File: src/rtl/alu_pkg.sv
// ----------------------------------------------------------------------------
// alu_pkg: shared types and constants for the 16-bit ALU with shifter
// Holds the operation codes and the transaction payload types.
// ----------------------------------------------------------------------------
`default_nettype none
package alu_pkg;
  localparam int WordWidth = 16;
  localparam int ShWidth   = 4;

  typedef enum logic [3:0] {
    OP_ADD  = 4'd0,  OP_SUB  = 4'd1,  OP_MUL  = 4'd2,  OP_DIV  = 4'd3,
    OP_MOD  = 4'd4,  OP_AND  = 4'd5,  OP_OR   = 4'd6,  OP_XOR  = 4'd7,
    OP_NOT  = 4'd8,  OP_CMP  = 4'd9,  OP_SHL0 = 4'd10, OP_SHL1 = 4'd11,
    OP_SHR0 = 4'd12, OP_SHR1 = 4'd13, OP_ROTL = 4'd14, OP_ROTR = 4'd15
  } alu_op_t;

  typedef struct packed {
    logic [3:0]           mode;
    logic [WordWidth-1:0] operand_a;
    logic [WordWidth-1:0] operand_b;
    logic                 carry_in;
    logic                 use_carry;
    logic [ShWidth-1:0]   shift_amount;
  } alu_in_t;

  typedef struct packed {
    logic [WordWidth-1:0] result;
    logic carry_flag;
    logic zero_flag;
    logic negative_flag;
    logic overflow_flag;
    logic div_zero_flag;
    logic equal_flag;
    logic less_flag;
    logic greater_flag;
  } alu_out_t;
endpackage
`default_nettype wire

File: src/rtl/alu_if.sv
// ----------------------------------------------------------------------------
// alu_in_if / alu_out_if: valid/ready channels of the ALU
// One transaction moves when valid and ready are high at a clock edge.
// ----------------------------------------------------------------------------
`default_nettype none
interface alu_in_if import alu_pkg::*; ();
  logic    valid;
  logic    ready;
  alu_in_t data;
  modport source (output valid, output data, input ready);
  modport sink   (input valid, input data, output ready);
endinterface

interface alu_out_if import alu_pkg::*; ();
  logic     valid;
  logic     ready;
  alu_out_t data;
  modport source (output valid, output data, input ready);
  modport sink   (input valid, input data, output ready);
endinterface
`default_nettype wire

File: src/rtl/alu_with_shifter.sv
// ----------------------------------------------------------------------------
// alu_with_shifter: pipelined 16-bit ALU with barrel shifter
// ----------------------------------------------------------------------------
// Takes one transaction per cycle unless the result channel stalls, and
// returns one result per transaction in order. Each result passes through
// eighteen register stages, made of one input register, sixteen divider
// stages (one quotient bit each, which set the depth), and the output
// register. Every operation travels the same pipeline; a stall on the result
// channel freezes all stages together, so nothing is lost or repeated.
`default_nettype none
module alu_with_shifter import alu_pkg::*; (
  input  wire logic clk,
  input  wire logic rst_n,
  alu_in_if.sink    in_ch,
  alu_out_if.source out_ch
);
  localparam int Depth = WordWidth + 2;

  logic            adv;
  logic [Depth-1:0] vld_r;
  alu_in_t          in_r;
  alu_out_t         pre_r [WordWidth+1];
  alu_op_t          op_r  [WordWidth+1];
  logic             bz_r  [WordWidth+1];
  alu_out_t         pre_nxt;
  alu_out_t         out_nxt;
  alu_out_t         out_r;
  logic [WordWidth-1:0] quo, rem;
  logic [2*WordWidth-1:0] prod;
  logic [WordWidth:0]     sum;
  logic [WordWidth-1:0]   a, b, na, rl, rr;
  logic [ShWidth-1:0]     sh;

  // Advance the whole pipeline unless a result is stuck at the output
  assign adv          = !vld_r[Depth-1] || out_ch.ready;
  assign in_ch.ready  = adv;
  assign out_ch.valid = vld_r[Depth-1];
  assign out_ch.data  = out_r;

  always_ff @(posedge clk) begin
    if (!rst_n) begin
      vld_r <= '0;
    end else if (adv) begin
      vld_r <= {vld_r[Depth-2:0], in_ch.valid};
    end
  end

  // Capture the transaction
  always_ff @(posedge clk) begin
    if (adv) begin
      in_r <= in_ch.data;
    end
  end

  // Stage one: everything except division
  always_comb begin
    a    = in_r.operand_a;
    b    = in_r.operand_b;
    sh   = in_r.shift_amount;
    na   = ~a;
    prod = a * b;
    sum  = {1'b0, a} + {1'b0, b} + {{WordWidth{1'b0}}, in_r.use_carry & in_r.carry_in};
    rl   = (a << sh) | (a >> (WordWidth[ShWidth:0] - {1'b0, sh}));
    rr   = (a >> sh) | (a << (WordWidth[ShWidth:0] - {1'b0, sh}));
    pre_nxt = '0;
    case (alu_op_t'(in_r.mode))
      OP_ADD: begin
        pre_nxt.result     = sum[WordWidth-1:0];
        pre_nxt.carry_flag = sum[WordWidth];
      end
      OP_SUB: begin
        pre_nxt.result        = a - b;
        pre_nxt.negative_flag = a < b;
      end
      OP_MUL: begin
        pre_nxt.result        = prod[WordWidth-1:0];
        pre_nxt.overflow_flag = |prod[2*WordWidth-1:WordWidth];
      end
      OP_DIV, OP_MOD: pre_nxt.div_zero_flag = (b == '0);
      OP_AND: pre_nxt.result = a & b;
      OP_OR:  pre_nxt.result = a | b;
      OP_XOR: pre_nxt.result = a ^ b;
      OP_NOT: pre_nxt.result = na;
      OP_CMP: begin
        pre_nxt.result       = a;
        pre_nxt.equal_flag   = a == b;
        pre_nxt.less_flag    = a < b;
        pre_nxt.greater_flag = a > b;
      end
      OP_SHL0: pre_nxt.result = a << sh;
      OP_SHL1: pre_nxt.result = ~(na << sh);
      OP_SHR0: pre_nxt.result = a >> sh;
      OP_SHR1: pre_nxt.result = ~(na >> sh);
      OP_ROTL: pre_nxt.result = (sh == '0) ? a : rl;
      default: pre_nxt.result = (sh == '0) ? a : rr;
    endcase
  end

  alu_div u_div (
    .clk       (clk),
    .en        (adv),
    .dividend  (in_r.operand_a),
    .divisor   (in_r.operand_b),
    .quotient  (quo),
    .remainder (rem)
  );

  // Carry the early result alongside the divider
  always_comb begin
    pre_r[0] = pre_nxt;
    op_r[0]  = alu_op_t'(in_r.mode);
    bz_r[0]  = (in_r.operand_b == '0);
  end

  for (genvar i = 0; i < WordWidth; i++) begin : g_dly
    always_ff @(posedge clk) begin
      if (adv) begin
        pre_r[i+1] <= pre_r[i];
        op_r[i+1]  <= op_r[i];
        bz_r[i+1]  <= bz_r[i];
      end
    end
  end

  // Final select and zero flag
  always_comb begin
    out_nxt = pre_r[WordWidth];
    if (op_r[WordWidth] == OP_DIV || op_r[WordWidth] == OP_MOD) begin
      if (bz_r[WordWidth]) begin
        out_nxt.result = '0;
      end else if (op_r[WordWidth] == OP_DIV) begin
        out_nxt.result = quo;
      end else begin
        out_nxt.result = rem;
      end
    end
    out_nxt.zero_flag = (op_r[WordWidth] <= OP_NOT) && (out_nxt.result == '0);
  end

  always_ff @(posedge clk) begin
    if (adv) begin
      out_r <= out_nxt;
    end
  end

  // Hold the output while stalled
  a_hold: assert property (@(posedge clk) disable iff (!rst_n)
    out_ch.valid && !out_ch.ready |=> out_ch.valid && $stable(out_ch.data))
    else $error("output changed under stall");
  a_ready: assert property (@(posedge clk) disable iff (!rst_n)
    !out_ch.valid |-> in_ch.ready)
    else $error("input stalled with empty output");
  a_cmp: assert property (@(posedge clk) disable iff (!rst_n)
    out_ch.valid |-> $countones({out_ch.data.equal_flag, out_ch.data.less_flag,
                                 out_ch.data.greater_flag}) <= 1)
    else $error("compare flags not exclusive");
  a_dz: assert property (@(posedge clk) disable iff (!rst_n)
    out_ch.valid && out_ch.data.div_zero_flag |->
      out_ch.data.result == '0 && out_ch.data.zero_flag)
    else $error("divide by zero result not cleared");
endmodule
`default_nettype wire

File: src/rtl/alu_div.sv
// ----------------------------------------------------------------------------
// alu_div: pipelined restoring divider
// Resolves one quotient bit per stage; the pipeline advances on enable.
// ----------------------------------------------------------------------------
`default_nettype none
module alu_div import alu_pkg::*; (
  input  wire logic                 clk,
  input  wire logic                 en,
  input  wire logic [WordWidth-1:0] dividend,
  input  wire logic [WordWidth-1:0] divisor,
  output logic      [WordWidth-1:0] quotient,
  output logic      [WordWidth-1:0] remainder
);
  logic [WordWidth-1:0] rem_r [WordWidth+1];
  logic [WordWidth-1:0] quo_r [WordWidth+1];
  logic [WordWidth-1:0] dvs_r [WordWidth+1];

  always_comb begin
    rem_r[0] = '0;
    quo_r[0] = dividend;
    dvs_r[0] = divisor;
  end

  // Resolve one quotient bit per stage, MSB first
  for (genvar i = 0; i < WordWidth; i++) begin : g_stage
    logic [WordWidth:0]   trial;
    logic [WordWidth-1:0] rem_nxt;
    logic [WordWidth-1:0] quo_nxt;
    always_comb begin
      trial   = {rem_r[i], quo_r[i][WordWidth-1]} - {1'b0, dvs_r[i]};
      quo_nxt = {quo_r[i][WordWidth-2:0], ~trial[WordWidth]};
      if (trial[WordWidth]) begin
        rem_nxt = {rem_r[i][WordWidth-2:0], quo_r[i][WordWidth-1]};
      end else begin
        rem_nxt = trial[WordWidth-1:0];
      end
    end
    always_ff @(posedge clk) begin
      if (en) begin
        rem_r[i+1] <= rem_nxt;
        quo_r[i+1] <= quo_nxt;
        dvs_r[i+1] <= dvs_r[i];
      end
    end
  end

  assign quotient  = quo_r[WordWidth];
  assign remainder = rem_r[WordWidth];
endmodule
`default_nettype wire
File: src/flat_wrapper.sv
// flat-port wrapper written by rule: the top's interface ports become plain ports
module alu_with_shifter_flat import alu_pkg::*;
  (clk, rst_n, in_ch_valid, in_ch_data, in_ch_ready, out_ch_valid, out_ch_data, out_ch_ready);
  alu_in_if in_ch_i ();
  alu_out_if out_ch_i ();
  input  wire logic clk;
  input  wire logic rst_n;
  input wire logic [$bits(in_ch_i.valid)-1:0] in_ch_valid;
  input wire logic [$bits(in_ch_i.data)-1:0] in_ch_data;
  output wire logic [$bits(in_ch_i.ready)-1:0] in_ch_ready;
  output wire logic [$bits(out_ch_i.valid)-1:0] out_ch_valid;
  output wire logic [$bits(out_ch_i.data)-1:0] out_ch_data;
  input wire logic [$bits(out_ch_i.ready)-1:0] out_ch_ready;
  assign in_ch_i.valid = in_ch_valid;
  assign in_ch_i.data = in_ch_data;
  assign in_ch_ready = in_ch_i.ready;
  assign out_ch_valid = out_ch_i.valid;
  assign out_ch_data = out_ch_i.data;
  assign out_ch_i.ready = out_ch_ready;
  alu_with_shifter u_core (.clk(clk), .rst_n(rst_n), .in_ch(in_ch_i), .out_ch(out_ch_i));
endmodule
File: config.mk
export PLATFORM = sky130hd
export DESIGN_NAME = alu_with_shifter_flat
export DESIGN_NICKNAME = d
export VERILOG_FILES = /design/src/rtl/alu_pkg.sv /design/src/rtl/alu_if.sv /design/src/rtl/alu_with_shifter.sv /design/src/rtl/alu_div.sv /design/src/flat_wrapper.sv
export SDC_FILE = /design/constraint.sdc
export NUM_CORES = 2
export LEC_CHECK = 0
export ABC_AREA = 1
export BUFFER_PORTS_ARGS = -buffer_cell sky130_fd_sc_hd__buf_2
export CAP_MARGIN = 25
export CORE_UTILIZATION = 58
export CTS_CLUSTER_DIAMETER = 60
export CTS_CLUSTER_SIZE = 8
export DETAILED_ROUTE_END_ITERATION = 10
export PLACE_DENSITY = 0.77
export RECOVER_POWER = 50
export SLEW_MARGIN = 20
export SYNTH_ARGS = -nofsm -noshare
export SYNTH_HDL_FRONTEND = slang
export SYNTH_SLANG_ARGS = --single-unit
File: constraint.sdc
create_clock -name clk -period 61 [get_ports clk]
set_clock_uncertainty 0.05 [all_clocks]
set_input_delay 12.2 -clock clk [delete_from_list [all_inputs] [get_ports clk]]
set_output_delay 12.2 -clock clk [all_outputs]
set_load 0.01 [all_outputs]
# Yosys cells after proc, flatten, opt, wreduce, memory -nomap -nowiden

Index checks and enable logic that the tools add are counted.

Flip-flop bits (word level): 1284
Bits in latches: 0
RAM bits: 0
ROM bits: 0
Input port bits: 46
Output and inout bits: 26
Word-level logic and storage cells: 328
Memories kept: 0

Add/sub/neg operators: 20
$mul: 1
Divide/modulo/power cells: 0
Order comparisons: 3
Equal/unequal tests: 17
Shifts and indexed selects: 6
Multiplexer cells: 22
Bitwise gates (word level): 25
Reductions and logical operators: 10

Operators by type and width:

| operator                                       | number |
|---|---|
| 2-to-1 mux 16 bit                              | 20 |
| subtractor 17 x 16 -> 17 bit                   | 15 |
| one-hot mux 16 bit (14 select lines)           | 1 |
| inverter 16 bit                                | 3 |
| bitwise OR 16 bit                              | 3 |
| zero test 16 bit                               | 2 |
| multiplier 16 x 16 -> 32 bit                   | 1 |
| left shift 16 x 4 -> 16 bit                    | 2 |
| >> shifter 16 x 4 -> 16 bit                    | 2 |
| == test 4 bit (second input constant)          | 7 |
| == test 4 x 3 -> 1 bit (second input constant) | 5 |
| adder 16 x 16 -> 17 bit                        | 1 |
| adder 17 x 1 -> 17 bit                         | 1 |
| subtractor 1 x 16 -> 17 bit                    | 1 |
| AND 16 bit                                     | 1 |
| == test 16 bit                                 | 1 |
| > comparator 16 bit                            | 1 |
| < comparator 16 bit                            | 1 |
| inverter 1 bit                                 | 16 |
| OR reduction 16 bit                            | 1 |
| left shift 16 x 5 -> 16 bit                    | 1 |
| >> shifter 16 x 5 -> 16 bit                    | 1 |
| subtractor 16 bit                              | 1 |
| bitwise XOR 16 bit                             | 1 |
| other kinds (11)                               | 15 |

# Longest topological paths before layout

Word-level depth: 6
Mapped depth: 31
Depth with buffers taken out: 29

# By module

A second synthesis with hierarchy kept.

Cells, all modules: 8384
Area, all modules: 76502.1 um^2

By module, submodules not included:

| module           | instances | cells each | area each (um^2) | seq. area each (um^2) |
|---|---|---|---|---|
| alu_div          | 1         | 5050       | 44054.8          | 22581.7 |
| alu_with_shifter | 1         | 3334       | 32447.4          | 15795.1 |

# Least setup slack after synthesis

No wires, ideal clock.

Path type: input to output
Start: input port out_ch_ready
End: output port in_ch_ready
Data arrival time: 46.688 ns
Required time: 48.750 ns
Path slack: 2.062 ns
Stages: 3
Path buffers: 1
Cells stage by stage: nor2_1 > clkinv_1 > clkbuf_1

Word-level cells in the longest chain between the ends: 1

Ends and longest elaborated chain:

| element            | RTL line               | source |
|---|---|---|
| start: declaration | flat_wrapper.sv:13     | `input wire logic [$bits(out_ch_i.ready)-1:0] out_ch_ready;` |
| logical OR 1 bit   | alu_with_shifter.sv:35 | `assign adv = !vld_r[Depth-1] \|\| out_ch.ready;` |
| end: declaration   | flat_wrapper.sv:10     | `output wire logic [$bits(in_ch_i.ready)-1:0] in_ch_ready;` |

No other way between the ends.

# Worst setup path in the final report

Ends and elaborated chain as after synthesis.

==> results_dict.tcl <==
set metrics [dict create \
    clk_path_buf_depth 3 \
    max_freq_mhz 33.0 \
    cp.required_ns 48.75 \
    fp.dieH_um 348 \
    netlist_area_sq_um 69400 \
    reg2reg_to "u_core.u_div.dvs_r[218]$_DFFE_PP_" \
    place_hpwl_mm 109 \
    root_buffer "clkbuf_16" \
    die_x_um 348 \
    fin_tns_setup_ns 0 \
    drt_wl_total_mm 162 \
    critPathArrivalTime_ns 18.01 \
    maxSlewViolCount 545 \
    finalWorstSetupSlack_ns 30.74 \
    htreeDepth 4 \
    violations "capacitance limit, slew limit" \
    powerDensity_nw_per_um2 51.6 \
    grt_max_degree 183 \
    ys.flop_type "edfxtp_1" \
    power.share.sequential 0.341 \
    reg2reg_from "u_core.vld_r[17]$_SDFFE_PN0P_" \
    clkPwrFrac 0.232 \
    drt-vias-per-instance 5.59 \
    layout.nets 7510 \
    yosysSeqAreaShare 0.553 \
    drtIter0Drc 4064 \
    status "finished with violations" \
    holdCritStartpoint "u_core.u_div.g_stage[11].quo_nxt[11]$_DFFE_PP_" \
    dpl_worst_slack_ns 35.35 \
    synth_edf_count 1266 \
    numPortBuffers 71 \
    initial_utilization 0.587 \
    post_cts_resized 0 \
    slew_headroom -2.18 \
    min_period_ns 30.26 \
    peakVddDrop_uv 57.6 \
    ioPinCount 72 \
    critical_path.cell_chain "buf_2 -> nor2_1 -> clkbuf_1 -> clkinvlp_2 -> buf_2" \
    diodes 0 \
    reg2reg_slack_ns 52.98 \
    first_pass_iters 6 \
    finalSetupViolCount 0 \
    groute.usage.overall 0.270 \
    cts.sinks 1284 \
    rows 126 \
    comb_power_share 0.427 \
    mostFrequentLayoutCells "1,619 x nand2_1, 1,266 x edfxtp_1, 1,019 x inv_1" \
    hold_path.class "flip-flop to flip-flop" \
    fin_crit_sh 0.496 \
    cp.buffers_inverters 4 \
    leakage_nw 35.3 \
    hold-path-endpoint "u_core.u_div.g_stage[12].quo_nxt[12]$_DFFE_PP_" \
    grt_overflow 0 \
    holdPathStages 0 \
    dieArea_sq_um 121000 \
    clk_latency_ns 0.78 \
    hold_buffers 0 \
    syn_area_per_cell_sq_um 10.3 \
    start_kind "primary input" \
    rr_worst_depth 7 \
    cts_made_buffers 184 \
    place.gp.congestion 0.973 \
    placeableCoreArea_sq_um 118000 \
    cts_setup_buffers 0 \
    final_common_cell "nand2_1" \
    netlist_instances 6721 \
    endpoint_kind "output pin" \
    maxCapViolations 20 \
    crit_fanout 118 \
    drc 0 \
    switchingPower_mw 1.56 \
    synth_cell_types 56 \
    crit_slowest_cell "clkinvlp_2" \
    fillers 8926 \
    yosysTopAreaCell "edfxtp_1" \
    rsz0062_at_grt "no" \
    async_flop_share 0 \
    wl_per_cell_um 19.2 \
    grt_antenna_before_repair 1 \
    drive_gt1_frac 0.0509 \
    synth_top_area_share 0.548 \
    vias 47100 \
    worst_slew_pin_slew_ns 4.74 \
    cts_tree "done" \
    hold_viol_final 0 \
    critical-path-top-delay-family "buffers and inverters" \
    swShare 0.395 \
    yosys_warnings 0 \
    drtAntennaViolNets 0 \
    synthTopCellsByArea "edfxtp_1 55%, nand2_1 8.7%, ha_1 7.1%, fa_1 6.1%, inv_1 5.5%" \
    p_int_mw 2.38 \
    cpPeakStageDelay_ns 3.67 \
    grt_pass1_wl_mm 254 \
    worstSetupPathType "primary input to output pin" \
    syn_to_final_growth_pct 10.1 \
    critPathMostFrequentCell "buf_2" \
    clk_pin_slew_ns 0.05 \
    grt_pass1_vias 47200 \
    total_power_mw 3.94 \
    ys_ff_latch 1284 \
]
## sequential cells by signal (all words and copies together) (netlist names)
name,count
u_core.in_r,6
u_core.bz_r,16
u_core.out_ch.data,24
u_core.op_r,64
u_core.a,16
u_core.u_div.remainder,16
u_core.u_div.quo_r,15
u_core.u_div.rem_r,240
u_core.out_nxt,7
u_core.u_div.quotient,16
u_core.sh,4
u_core.pre_r,361
u_core.vld_r,18
u_core.u_div.g_stage.quo_nxt,225
u_core.u_div.dvs_r,240
u_core.b,16
## worst max-delay path by stage
stage | start | to | slack [ns] | cells past startpoint
finish | out_ch_ready | in_ch_ready | 30.74 | 5
global route | out_ch_ready | in_ch_ready | 30.18 | 5
CTS | out_ch_ready | in_ch_ready | 35.31 | 5
global placement | out_ch_ready | in_ch_ready | 35.37 | 5
floorplan | out_ch_ready | in_ch_ready | 2.06 | 3
detailed placement | out_ch_ready | in_ch_ready | 35.35 | 5
## per-layer routing
| metal | share of wire | track usage | routed length, um |
|---|---|---|---|
| met5 | 0.000080 | 0 | 13 |
| met4 | 0.042 | 0.119 | 6820 |
| met3 | 0.068 | 0.0433 | 11000 |
| met2 | 0.49 | 0.458 | 78600 |
| met1 | 0.40 | 0.343 | 65500 |
## area by class of cell
type | count | area [sq um] | area share
Clock buffer | 203 | 4680 | 0.0612
Clock inverter | 25 | 505 | 0.00662
Timing Repair Buffer | 135 | 832 | 0.0109
Sequential cell | 1284 | 38400 | 0.502
Tap cell | 1536 | 1920 | 0.0252
Inverter | 1032 | 3880 | 0.0507
Multi-Input combinational cell | 4219 | 26200 | 0.343
## per-stage QoR
step,hold slack [ns],util,cells,area [sq um]
finish,0.333,0.646,8434,76400
global route,0.341,0.646,8434,76400
CTS,0.332,0.647,8428,76500
detailed placement,0.355,0.603,8200,71300
global placement,0.350,0.603,8199,71300
floorplan,0.350,-,6727,69400
## power groups by stage
| stage | logic, mW | registers [mW] | clock network, mW |
|---|---|---|---|
| finish | 1.68 | 1.34 | 0.913 |
| global route | 1.91 | 1.36 | 0.968 |
| CTS | 1.68 | 1.35 | 0.931 |
| detailed placement | 1.65 | 1.35 | 0 |
| global placement | 1.61 | 1.34 | 0 |
| floorplan | 1.27 | 1.31 | 0 |
## cells in the mapped netlist, types with 34 or more instances
master and count:
inv_1 1013, edfxtp_1 1266, buf_2 55, xor2_1 128, nand3_1 275, nor2_1 406
ha_1 396, o21bai_1 34, nor3_1 55, a21oi_1 361, nand2_1 1615, nand4_1 56
o21ai_1 67, clkbuf_1 101, o21ai_0 286, fa_1 212, xnor2_1 80
## kinds of logic (layout without fill, tap and decap cells)
| kind of cell | count (synthesis) | count (layout) | synth area share |
|---|---|---|---|
| AO/OA/AOI/OAI | 922 | 922 | 0.0741 |
| other | 1 | 7 | 0.0000541 |
| multiplexers | 8 | 8 | 0.00119 |
| AND/OR/NAND/NOR | 2465 | 2465 | 0.144 |
| adder cells (fa/ha/maj) | 608 | 608 | 0.133 |
| buffers and inverters | 1224 | 1395 | 0.0685 |
| XOR/XNOR | 209 | 209 | 0.0265 |
| flip-flops | 1284 | 1284 | 0.553 |
No activity file was read; power rests on OpenSTA's default activity.
